File: config.mk
export PLATFORM = sky130hd
export DESIGN_NAME = grid_frequency_alert_classifier_top
export DESIGN_NICKNAME = d
export VERILOG_FILES = /design/src/design/gfac_pkg.sv /design/src/design/grid_frequency_alert_classifier_top.sv /design/src/design/gfac_ctrl.sv /design/src/design/gfac_datapath.sv
export VERILOG_INCLUDE_DIRS = /design/src /design/src/design
export SDC_FILE = /design/constraint.sdc
export NUM_CORES = 1
export LEC_CHECK = 0
export ABC_AREA = 1
export BUFFER_PORTS_ARGS = -buffer_cell sky130_fd_sc_hd__buf_4
export CAP_MARGIN = 10
export CORE_ASPECT_RATIO = 0.75
export CORE_UTILIZATION = 50
export CTS_BUF_LIST = sky130_fd_sc_hd__clkbuf_8
export DETAILED_ROUTE_END_ITERATION = 6
export PLACE_DENSITY = 0.73
export SYNTH_ARGS = -nofsm -noshare
export SYNTH_HDL_FRONTEND = slang
export SYNTH_SLANG_ARGS = --single-unit
File: constraint.sdc
create_clock -name clock -period 8 [get_ports clock]
set_input_delay 1.6 -clock clock [delete_from_list [all_inputs] [get_ports clock]]
set_output_delay 1.6 -clock clock [all_outputs]
set_load 0.03 [all_outputs]
File: src/design/grid_frequency_alert_classifier_top_defines.svh
// Assertion macros for the top-level file, which checks its own logic.
`ifndef GRID_FREQUENCY_ALERT_CLASSIFIER_TOP_DEFINES_SVH
`define GRID_FREQUENCY_ALERT_CLASSIFIER_TOP_DEFINES_SVH

`ifndef SYNTHESIS
`define GFAC_ASSERT_IMPLY(label, clk, rst, ante, cons, msg) \
   label: assert property (@(posedge clk) disable iff (rst) (ante) |-> (cons)) \
      else $error(msg);
`define GFAC_ASSERT_NEXT(label, clk, rst, ante, cons, msg) \
   label: assert property (@(posedge clk) disable iff (rst) (ante) |=> (cons)) \
      else $error(msg);
`else
`define GFAC_ASSERT_IMPLY(label, clk, rst, ante, cons, msg)
`define GFAC_ASSERT_NEXT(label, clk, rst, ante, cons, msg)
`endif

`endif

File: src/design/gfac_pkg.sv
`default_nettype none

package gfac_pkg;

   localparam int FREQ_WIDTH = 17;
   localparam int RAMP_WIDTH = 20;
   localparam int WARMUP_WIDTH = 8;
   localparam int CSR_INDEX_WIDTH = 3;
   localparam int CSR_DATA_WIDTH = 20;
   // |df| * 1000 fits in 27 bits
   localparam int NUM_WIDTH = 27;
   localparam int DIV_STEPS = NUM_WIDTH;
   localparam int DIV_COUNT_WIDTH = $clog2(DIV_STEPS);
   localparam logic [DIV_COUNT_WIDTH-1:0] DIV_LAST = DIV_COUNT_WIDTH'(DIV_STEPS - 1);

   localparam logic [NUM_WIDTH-1:0] MS_PER_S = NUM_WIDTH'(1000);
   localparam logic [RAMP_WIDTH-1:0] RAMP_MAX = '1;

   localparam logic [FREQ_WIDTH-1:0] TARGET_RESET = FREQ_WIDTH'(50000);
   localparam logic [RAMP_WIDTH-1:0] RAMP_THRESHOLD_RESET = RAMP_WIDTH'(500);
   localparam logic [RAMP_WIDTH-1:0] RAMP_CEILING_RESET = RAMP_WIDTH'(10000);
   localparam logic [FREQ_WIDTH-1:0] CRITICAL_RESET = FREQ_WIDTH'(200);
   localparam logic [FREQ_WIDTH-1:0] ALERT_RESET = FREQ_WIDTH'(100);
   localparam logic [WARMUP_WIDTH-1:0] WARMUP_RESET = WARMUP_WIDTH'(10);

   localparam logic [CSR_INDEX_WIDTH-1:0] CSR_TARGET = 3'd0;
   localparam logic [CSR_INDEX_WIDTH-1:0] CSR_RAMP_THRESHOLD = 3'd1;
   localparam logic [CSR_INDEX_WIDTH-1:0] CSR_RAMP_CEILING = 3'd2;
   localparam logic [CSR_INDEX_WIDTH-1:0] CSR_CRITICAL = 3'd3;
   localparam logic [CSR_INDEX_WIDTH-1:0] CSR_ALERT = 3'd4;
   localparam logic [CSR_INDEX_WIDTH-1:0] CSR_WARMUP = 3'd5;

   typedef enum logic [2:0] {
      ALERT_NONE      = 3'd0,
      ALERT_AMPLITUDE = 3'd1,
      ALERT_RAMP      = 3'd2,
      ALERT_CRITICAL  = 3'd3,
      ALERT_DEVIATION = 3'd4
   } alert_kind_type;

   typedef enum logic [2:0] {
      ST_IDLE,
      ST_PREP,
      ST_DIV,
      ST_AVG,
      ST_DONE
   } state_type;

   typedef struct packed {
      logic capture;
      logic prep;
      logic div_step;
      logic average;
      logic commit;
   } cmd_type;

   typedef struct packed {
      logic good;
   } status_type;

endpackage

`default_nettype wire

File: src/design/grid_frequency_alert_classifier_top.sv
// Channel   Direction  Handshake              Payload
// req       in         req_tvalid/req_tready  one frequency measurement
// rsp       out        rsp_tvalid/rsp_tready  one classified result
// csr       in         csr_wr_en              register index and write data
//
// A good sample goes through capture, prep, the bit-serial divider for the ramp (one
// quotient bit a cycle), averaging and commit; a bad sample skips divider and averaging.
// One item is in work at a time; the input is taken again as soon as the
// result moves to the output register, which holds it while rsp_tready is low.
// Synchronous reset restores control, CSR, history and warmup state, not data registers.
`default_nettype none

`include "grid_frequency_alert_classifier_top_defines.svh"

module grid_frequency_alert_classifier_top
   import gfac_pkg::*;
#(
   parameter int TIME_WIDTH = 32
) (
   input  wire logic                       clock,
   input  wire logic                       reset,
   input  wire logic                       req_tvalid,
   output logic                            req_tready,
   // frequency_mhz, timestamp_ms
   input  wire logic [((FREQ_WIDTH+TIME_WIDTH+7)/8)*8-1:0] req_tdata,
   // signal_good
   input  wire logic [0:0]                 req_tuser,
   output logic                            rsp_tvalid,
   input  wire logic                       rsp_tready,
   // deviation_mhz, delay_ms, ramp_mhz_s
   output logic [((FREQ_WIDTH+TIME_WIDTH+RAMP_WIDTH+7)/8)*8-1:0] rsp_tdata,
   // measure_valid, has_alert, alert_kind
   output logic [4:0]                      rsp_tuser,
   input  wire logic                       csr_wr_en,
   input  wire logic [CSR_INDEX_WIDTH-1:0] csr_index,
   input  wire logic [CSR_DATA_WIDTH-1:0]  csr_wdata
);

   localparam int RSP_DATA_WIDTH = ((FREQ_WIDTH + TIME_WIDTH + RAMP_WIDTH + 7) / 8) * 8;

   cmd_type cmd;
   status_type status;
   logic meas_valid;
   alert_kind_type kind;
   logic [FREQ_WIDTH-1:0] deviation;
   logic [TIME_WIDTH-1:0] delay;
   logic [RAMP_WIDTH-1:0] ramp;

   gfac_ctrl u_ctrl (
      .clock      (clock),
      .reset      (reset),
      .req_tvalid (req_tvalid),
      .req_tready (req_tready),
      .rsp_tvalid (rsp_tvalid),
      .rsp_tready (rsp_tready),
      .status     (status),
      .cmd        (cmd)
   );

   gfac_datapath #(
      .TIME_WIDTH (TIME_WIDTH)
   ) u_datapath (
      .clock             (clock),
      .reset             (reset),
      .cmd               (cmd),
      .status            (status),
      .csr_wr_en         (csr_wr_en),
      .csr_index         (csr_index),
      .csr_wdata         (csr_wdata),
      .in_good           (req_tuser[0]),
      .in_freq           (req_tdata[FREQ_WIDTH-1:0]),
      .in_time           (req_tdata[FREQ_WIDTH+TIME_WIDTH-1:FREQ_WIDTH]),
      .out_measure_valid (meas_valid),
      .out_kind          (kind),
      .out_deviation     (deviation),
      .out_delay         (delay),
      .out_ramp          (ramp)
   );

   assign rsp_tdata = RSP_DATA_WIDTH'({ramp, delay, deviation});
   assign rsp_tuser = {kind, (kind != ALERT_NONE), meas_valid};

   `GFAC_ASSERT_IMPLY(a_commit_free, clock, reset, cmd.commit, !rsp_tvalid || rsp_tready, "result overwrote a pending item")
   `GFAC_ASSERT_NEXT(a_accept_prep, clock, reset, req_tvalid && req_tready, cmd.prep && !req_tready, "accepted item did not start")
   `GFAC_ASSERT_IMPLY(a_amp_zero, clock, reset, rsp_tvalid && kind == ALERT_AMPLITUDE, deviation == '0 && delay == '0 && ramp == '0, "amplitude result carries data")
   `GFAC_ASSERT_IMPLY(a_single_cmd, clock, reset, 1'b1, $onehot0(cmd), "more than one command at once")

endmodule

`default_nettype wire

File: src/design/gfac_ctrl.sv
`default_nettype none

module gfac_ctrl
   import gfac_pkg::*;
(
   input  wire logic       clock,
   input  wire logic       reset,
   input  wire logic       req_tvalid,
   output logic            req_tready,
   output logic            rsp_tvalid,
   input  wire logic       rsp_tready,
   input  wire status_type status,
   output cmd_type         cmd
);

   state_type state_ff, state_in;
   logic [DIV_COUNT_WIDTH-1:0] count_ff, count_in;
   logic valid_ff, valid_in;

   always_ff @(posedge clock) begin
      if (reset) begin
         state_ff <= ST_IDLE;
         count_ff <= '0;
         valid_ff <= 1'b0;
      end else begin
         state_ff <= state_in;
         count_ff <= count_in;
         valid_ff <= valid_in;
      end
   end

   always_comb begin
      state_in = state_ff;
      count_in = count_ff;
      cmd = '0;
      req_tready = 1'b0;
      unique case (state_ff)
         ST_IDLE: begin
            req_tready = 1'b1;
            if (req_tvalid) begin
               cmd.capture = 1'b1;
               state_in = ST_PREP;
            end
         end
         ST_PREP: begin
            cmd.prep = 1'b1;
            count_in = '0;
            // a bad sample needs no ramp
            state_in = status.good ? ST_DIV : ST_DONE;
         end
         ST_DIV: begin
            cmd.div_step = 1'b1;
            count_in = count_ff + 1'b1;
            if (count_ff == DIV_LAST) begin
               state_in = ST_AVG;
            end
         end
         ST_AVG: begin
            cmd.average = 1'b1;
            state_in = ST_DONE;
         end
         ST_DONE: begin
            // hold until the output register is free
            if (!valid_ff || rsp_tready) begin
               cmd.commit = 1'b1;
               state_in = ST_IDLE;
            end
         end
         default: begin
            state_in = ST_IDLE;
         end
      endcase
      valid_in = (valid_ff && !rsp_tready) || cmd.commit;
   end

   assign rsp_tvalid = valid_ff;

endmodule

`default_nettype wire

File: src/design/gfac_datapath.sv
`default_nettype none

module gfac_datapath
   import gfac_pkg::*;
#(
   parameter int TIME_WIDTH = 32
) (
   input  wire logic                       clock,
   input  wire logic                       reset,
   input  wire cmd_type                    cmd,
   output status_type                      status,
   input  wire logic                       csr_wr_en,
   input  wire logic [CSR_INDEX_WIDTH-1:0] csr_index,
   input  wire logic [CSR_DATA_WIDTH-1:0]  csr_wdata,
   input  wire logic                       in_good,
   input  wire logic [FREQ_WIDTH-1:0]      in_freq,
   input  wire logic [TIME_WIDTH-1:0]      in_time,
   output logic                            out_measure_valid,
   output alert_kind_type                  out_kind,
   output logic [FREQ_WIDTH-1:0]           out_deviation,
   output logic [TIME_WIDTH-1:0]           out_delay,
   output logic [RAMP_WIDTH-1:0]           out_ramp
);

   // configuration
   logic [FREQ_WIDTH-1:0] target_ff, critical_ff, alert_ff;
   logic [RAMP_WIDTH-1:0] ramp_thr_ff, ramp_ceil_ff;
   logic [WARMUP_WIDTH-1:0] warmup_reload_ff;

   // architectural state
   logic [WARMUP_WIDTH-1:0] warmup_ff;
   logic [TIME_WIDTH-1:0] prev_time_ff;
   logic [FREQ_WIDTH-1:0] prev_freq_ff;
   logic [RAMP_WIDTH-1:0] prev_ramp_ff;

   // working registers
   logic good_ff;
   logic [FREQ_WIDTH-1:0] freq_ff, dev_ff;
   logic [TIME_WIDTH-1:0] time_ff, delay_ff, rem_ff;
   logic delay_zero_ff;
   logic [NUM_WIDTH-1:0] num_ff;
   logic [RAMP_WIDTH-1:0] cur_ff, ramp_ff;

   // output register
   logic meas_valid_ff;
   alert_kind_type kind_ff;
   logic [FREQ_WIDTH-1:0] out_dev_ff;
   logic [TIME_WIDTH-1:0] out_delay_ff;
   logic [RAMP_WIDTH-1:0] out_ramp_ff;

   logic [FREQ_WIDTH-1:0] dev_in, freq_diff;
   logic [TIME_WIDTH-1:0] delay_in;
   logic [NUM_WIDTH-1:0] num_in;
   logic [TIME_WIDTH:0] rem_shift;
   logic rem_ge;
   logic [RAMP_WIDTH-1:0] cur_in;
   logic [RAMP_WIDTH:0] ramp_sum;
   alert_kind_type kind_in;

   always_comb begin
      dev_in = (freq_ff >= target_ff) ? freq_ff - target_ff : target_ff - freq_ff;
      freq_diff = (freq_ff >= prev_freq_ff) ? freq_ff - prev_freq_ff
                                            : prev_freq_ff - freq_ff;
      num_in = NUM_WIDTH'(freq_diff) * MS_PER_S;
      delay_in = time_ff - prev_time_ff;

      // one restoring divide step
      rem_shift = {rem_ff, num_ff[NUM_WIDTH-1]};
      rem_ge = rem_shift >= {1'b0, delay_ff};

      if (delay_zero_ff || (|num_ff[NUM_WIDTH-1:RAMP_WIDTH])) begin
         cur_in = RAMP_MAX;
      end else begin
         cur_in = num_ff[RAMP_WIDTH-1:0];
      end
      ramp_sum = {1'b0, cur_in} + {1'b0, prev_ramp_ff};

      priority if (!good_ff) begin
         kind_in = ALERT_AMPLITUDE;
      end else if (ramp_ff >= ramp_thr_ff && ramp_ff < ramp_ceil_ff) begin
         kind_in = ALERT_RAMP;
      end else if (dev_ff >= critical_ff) begin
         kind_in = ALERT_CRITICAL;
      end else if (dev_ff >= alert_ff) begin
         kind_in = ALERT_DEVIATION;
      end else begin
         kind_in = ALERT_NONE;
      end
   end

   always_ff @(posedge clock) begin
      if (reset) begin
         target_ff <= TARGET_RESET;
         ramp_thr_ff <= RAMP_THRESHOLD_RESET;
         ramp_ceil_ff <= RAMP_CEILING_RESET;
         critical_ff <= CRITICAL_RESET;
         alert_ff <= ALERT_RESET;
         warmup_reload_ff <= WARMUP_RESET;
      end else if (csr_wr_en) begin
         unique case (csr_index)
            CSR_TARGET:         target_ff <= csr_wdata[FREQ_WIDTH-1:0];
            CSR_RAMP_THRESHOLD: ramp_thr_ff <= csr_wdata;
            CSR_RAMP_CEILING:   ramp_ceil_ff <= csr_wdata;
            CSR_CRITICAL:       critical_ff <= csr_wdata[FREQ_WIDTH-1:0];
            CSR_ALERT:          alert_ff <= csr_wdata[FREQ_WIDTH-1:0];
            CSR_WARMUP:         warmup_reload_ff <= csr_wdata[WARMUP_WIDTH-1:0];
            default: begin
            end
         endcase
      end
   end

   always_ff @(posedge clock) begin
      if (reset) begin
         warmup_ff <= WARMUP_RESET;
         prev_time_ff <= '0;
         prev_freq_ff <= '0;
         prev_ramp_ff <= '0;
      end else if (cmd.commit) begin
         if (!good_ff) begin
            warmup_ff <= warmup_reload_ff;
         end else begin
            if (warmup_ff != '0) begin
               warmup_ff <= warmup_ff - 1'b1;
            end
            prev_time_ff <= time_ff;
            prev_freq_ff <= freq_ff;
            prev_ramp_ff <= cur_ff;
         end
      end
   end

   always_ff @(posedge clock) begin
      if (cmd.capture) begin
         good_ff <= in_good;
         freq_ff <= in_freq;
         time_ff <= in_time;
      end
      if (cmd.prep) begin
         dev_ff <= dev_in;
         delay_ff <= delay_in;
         delay_zero_ff <= (delay_in == '0);
         num_ff <= num_in;
         rem_ff <= '0;
      end
      if (cmd.div_step) begin
         num_ff <= {num_ff[NUM_WIDTH-2:0], rem_ge};
         rem_ff <= rem_ge ? TIME_WIDTH'(rem_shift - {1'b0, delay_ff})
                          : rem_shift[TIME_WIDTH-1:0];
      end
      if (cmd.average) begin
         cur_ff <= cur_in;
         ramp_ff <= ramp_sum[RAMP_WIDTH:1];
      end
      if (cmd.commit) begin
         meas_valid_ff <= (warmup_ff == '0);
         kind_ff <= kind_in;
         out_dev_ff <= good_ff ? dev_ff : '0;
         out_delay_ff <= good_ff ? delay_ff : '0;
         out_ramp_ff <= good_ff ? ramp_ff : '0;
      end
   end

   assign status.good = good_ff;
   assign out_measure_valid = meas_valid_ff;
   assign out_kind = kind_ff;
   assign out_deviation = out_dev_ff;
   assign out_delay = out_delay_ff;
   assign out_ramp = out_ramp_ff;

endmodule

`default_nettype wire
==> qor.csv <==
stage;metric;value;unit
finish;syn_to_final_growth;10.9;%
worst_setup_path;rrSetupSlack;810;ps
clocking;clk_pin_slew_worst_paths;60;ps
global_route;antenna_found_initial;2;
sta;skew;39.2;ps
placed_design;place_congestion;0.957;
status;status;finished with violations;
worst_setup_path;criticalPathCategory;flop to flop;
floorplan;ioPinCount;164;
power;netSwitchingPower;0.00548;W
yosys;yosysTopAreaCell;edfxtp_1;
route;num_vias;25800;
finish;fillerInstances;5622;
hold_path;min_path_type;flop to flop;
sta;final-max-slew-violation-count;0;
yosys;syn_area;30600;um^2
worst_setup_path;crit_buf_inv;7;
power;clkPwrFrac;17.6;%
yosys;synthArstFlopShare;0;%
clocking;cts_setup_buffers;0;
route;wl_per_cell;16.8;um
route;drcViolationCount;18;
worst_setup_path;slowest_stage;fa_1;
floorplan;die_w;288;um
worst_setup_path;crit_cells;29;
yosys;ys_ff_latch;457;
worst_setup_path;worstSetupEndpoint;u_datapath.num_ff[26];
floorplan;start_util;50.6;%
yosys;syn_area_per_cell;7.86;um^2
power;ir_drop;0.878;mV
global_route;track_usage;26.6;%
route;via_per_inst;5.26;
yosys;yosysMostFrequentCell;nand2_1;
worst_setup_path;critPathTopFamily;adder cells;
finish;instances_no_fill;4899;
clocking;tritoncts;built;
route;dr.pass1.iters;7;
run;cap_viol_max_count;0;
sta;layout_min_cycle_time;7190;ps
route;drtAntennaViolNets;0;
floorplan;die_y;216;um
route;totalWireLength;82.3;mm
yosys;ys_warn_count;0;
worst_setup_path;path_max_fanout;24;
power;power_density;358;nW/um^2
floorplan;core;60500;um^2
clocking;htreeDepth;3;
yosys;yosysSeqAreaShare;38.8;%
power;leakage;16.0;nW
worst_setup_path;max_stage_delay;560;ps
finish;layout.nets;4454;
global_route;grt_max_degree;91;
floorplan;rows;78;
worst_setup_path;critical_path_arrival;7570;ps
placed_design;portBuffers;153;
worst_setup_path;endpoint_kind;flop;
yosys;ys.flop_type;edfxtp_1;
clocking;clk_latency;680;ps
yosys;synth_cell_types;52;
clocking;ctsHoldBuffers;0;
worst_setup_path;startpoint_type;flop;
yosys;synth_edf_count;272;
worst_setup_path;r2r_end;u_datapath.num_ff[26];
clocking;root_buffer;clkbuf_8;
route;drt_iter0_drc;2709;
global_route;grt_pass1_wl;130;mm
sta;rsz0062_at_grt;false;
placed_design;dpl-instance-area;32400;um^2
clocking;cts.sinks;457;
sta;max_clock_freq;139;MHz
sta;tns;0;ps
power;p_int;0.00668;W
yosys;yosys.area.top_type_share;26.7;%
placed_design;dpl.cell_count;4764;
power;seq_power_share;25.4;%
power;p_sw_share;45.1;%
placed_design;hpwl;63.0;mm
sta;hold_viol_final;0;
yosys;synthTopCellsByCount;871 x nand2_1, 666 x inv_1, 338 x a21oi_1;
global_route;grt_overflow;0;
clocking;clockBufferDepth;3;
power;total_power;0.0122;W
worst_setup_path;worstReg2RegStart;u_datapath.freq_ff[12];
power;p_comb_share;57.0;%
worst_setup_path;crit_required;8370;ps
sta;slew_headroom;30.3;%
worst_setup_path;reg2reg_depth;29;
global_route;grt_pass1_vias;23500;
finish;drive_gt1_share;8.22;%
yosys;synth_area_leaders;edfxtp_1 27%, dfxtp_1 12%, ha_1 11%;
sta;fin_crit_sh;89.9;%
worst_setup_path;critPathLaunch;u_datapath.freq_ff[12];
clocking;numCtsBuffers;72;
yosys;syn_inst;3897;
clocking;post_cts_resized;0;
sta;setup_violations;0;
status;violations;design-rule violations;
sta;worst-slew-pin-transition;1040;ps
floorplan;die_area;62300;um^2
worst_setup_path;crit_top_cell;inv_1;
finish;fin_area;34000;um^2
-- state kept, by name (all words and copies together), names as in the netlist, 20 cells and up --
name,count
u_datapath.cur_ff,20
u_datapath.delay_ff,32
u_datapath.num_ff,27
u_datapath.out_delay,32
u_datapath.out_ramp,20
u_datapath.prev_ramp_ff,20
u_datapath.prev_time_ff,32
u_datapath.ramp_ceil_ff,20
u_datapath.ramp_ff,20
u_datapath.ramp_thr_ff,20
u_datapath.rem_ff,32
u_datapath.time_ff,32
-- tightest hold or removal path, cell delays in order, from the launching register on --
cell      delay (ps)
edfxtp_1         320
nor2_1            40
nor2_1            80
-- per-stage QoR --
stage / hold WS [ps] / setup slack, ps / util [%]
after floorplan: 420 / 1970 / -
after global placement: 431 / 961 / 53.6
after global routing: 472 / 409 / 56.2
after detailed placement: 448 / 915 / 53.6
after CTS: 447 / 864 / 56.2
final: 456 / 805 / 56.2
-- routing by layer --
metal  wire (um)  share of wire, %  vias to the layer above  track usage (%)
met5           0                 0                        -                0
li1            -                 -                    12900                -
met3        7380               9.0                       94             4.31
met1       41500                50                    11800             43.0
met4        1410               1.7                        0             6.12
met2       32000                39                      943             36.3
-- layout by cell type (no fill, tap or decap), types with 9 or more instances in the layout --
cell / count
buf_4: 168
nand2_2: 28
o21bai_1: 13
clkinv_1: 9
nor2_1: 331
edfxtp_1: 272
nand3_1: 119
inv_1: 680
nand2_1: 870
a21o_1: 16
o21ai_0: 266
xnor2_1: 32
a21boi_0: 9
xor2_1: 83
o211ai_1: 41
nand4_1: 32
nand3b_1: 45
clkinv_2: 16
fa_1: 57
o21a_1: 9
ha_1: 274
a31oi_1: 11
clkbuf_8: 80
dfxtp_1: 185
nor3_1: 31
a21oi_1: 338
nor4_1: 9
-- cell families after synthesis --
group	count (synthesis)	share of synthesized area, %
AOI/OAI and AO/OA	727	12.9
buffers and inverters	775	9.87
xor gates and xnor gates	115	3.29
adders and majority gates	331	14.9
and+or+nand+nor	1491	20.3
other	1	0.0122
DFF	457	38.8
-- how the worst min path moves through the flow --
stage / from / end / slack [ps] / cells after the start
floorplan: u_datapath.ramp_ceil_ff[0] / u_datapath.ramp_ceil_ff[0] / 420 / 2
global placement: u_datapath.ramp_ceil_ff[0] / u_datapath.ramp_ceil_ff[0] / 430 / 2
detailed placement: u_datapath.ramp_ceil_ff[0] / u_datapath.ramp_ceil_ff[0] / 450 / 2
CTS: u_datapath.cur_ff[3] / u_datapath.prev_ramp_ff[3] / 450 / 2
global route: u_datapath.ramp_ceil_ff[14] / u_datapath.ramp_ceil_ff[14] / 470 / 2
finish: u_datapath.cur_ff[3] / u_datapath.prev_ramp_ff[3] / 460 / 2
-- power groups by stage --
stage | Clock, W | Sequential [W] | Combinational [W]
floorplan | 0 | 0.00311 | 0.00523
global placement | 0 | 0.00313 | 0.00677
detailed placement | 0 | 0.00314 | 0.00685
CTS | 0.00219 | 0.00309 | 0.00690
global route | 0.00229 | 0.00311 | 0.00796
finish | 0.00214 | 0.00309 | 0.00693
-- cell type report --
| cell class | count | area (um^2) | share of cell area, % |
|---|---|---|---|
| clock inverter | 54 | 438 | 1.29 |
| multi-input combinational | 2667 | 15800 | 46.4 |
| clock buffer | 80 | 1100 | 3.24 |
| inverter | 672 | 2530 | 7.43 |
| timing repair buffer | 168 | 1260 | 3.71 |
| antenna | 1 | 2.50 | 0.00736 |
| tap | 800 | 1000 | 2.95 |
| sequential | 457 | 11900 | 34.9 |
Power figures use the tool's default switching activity.
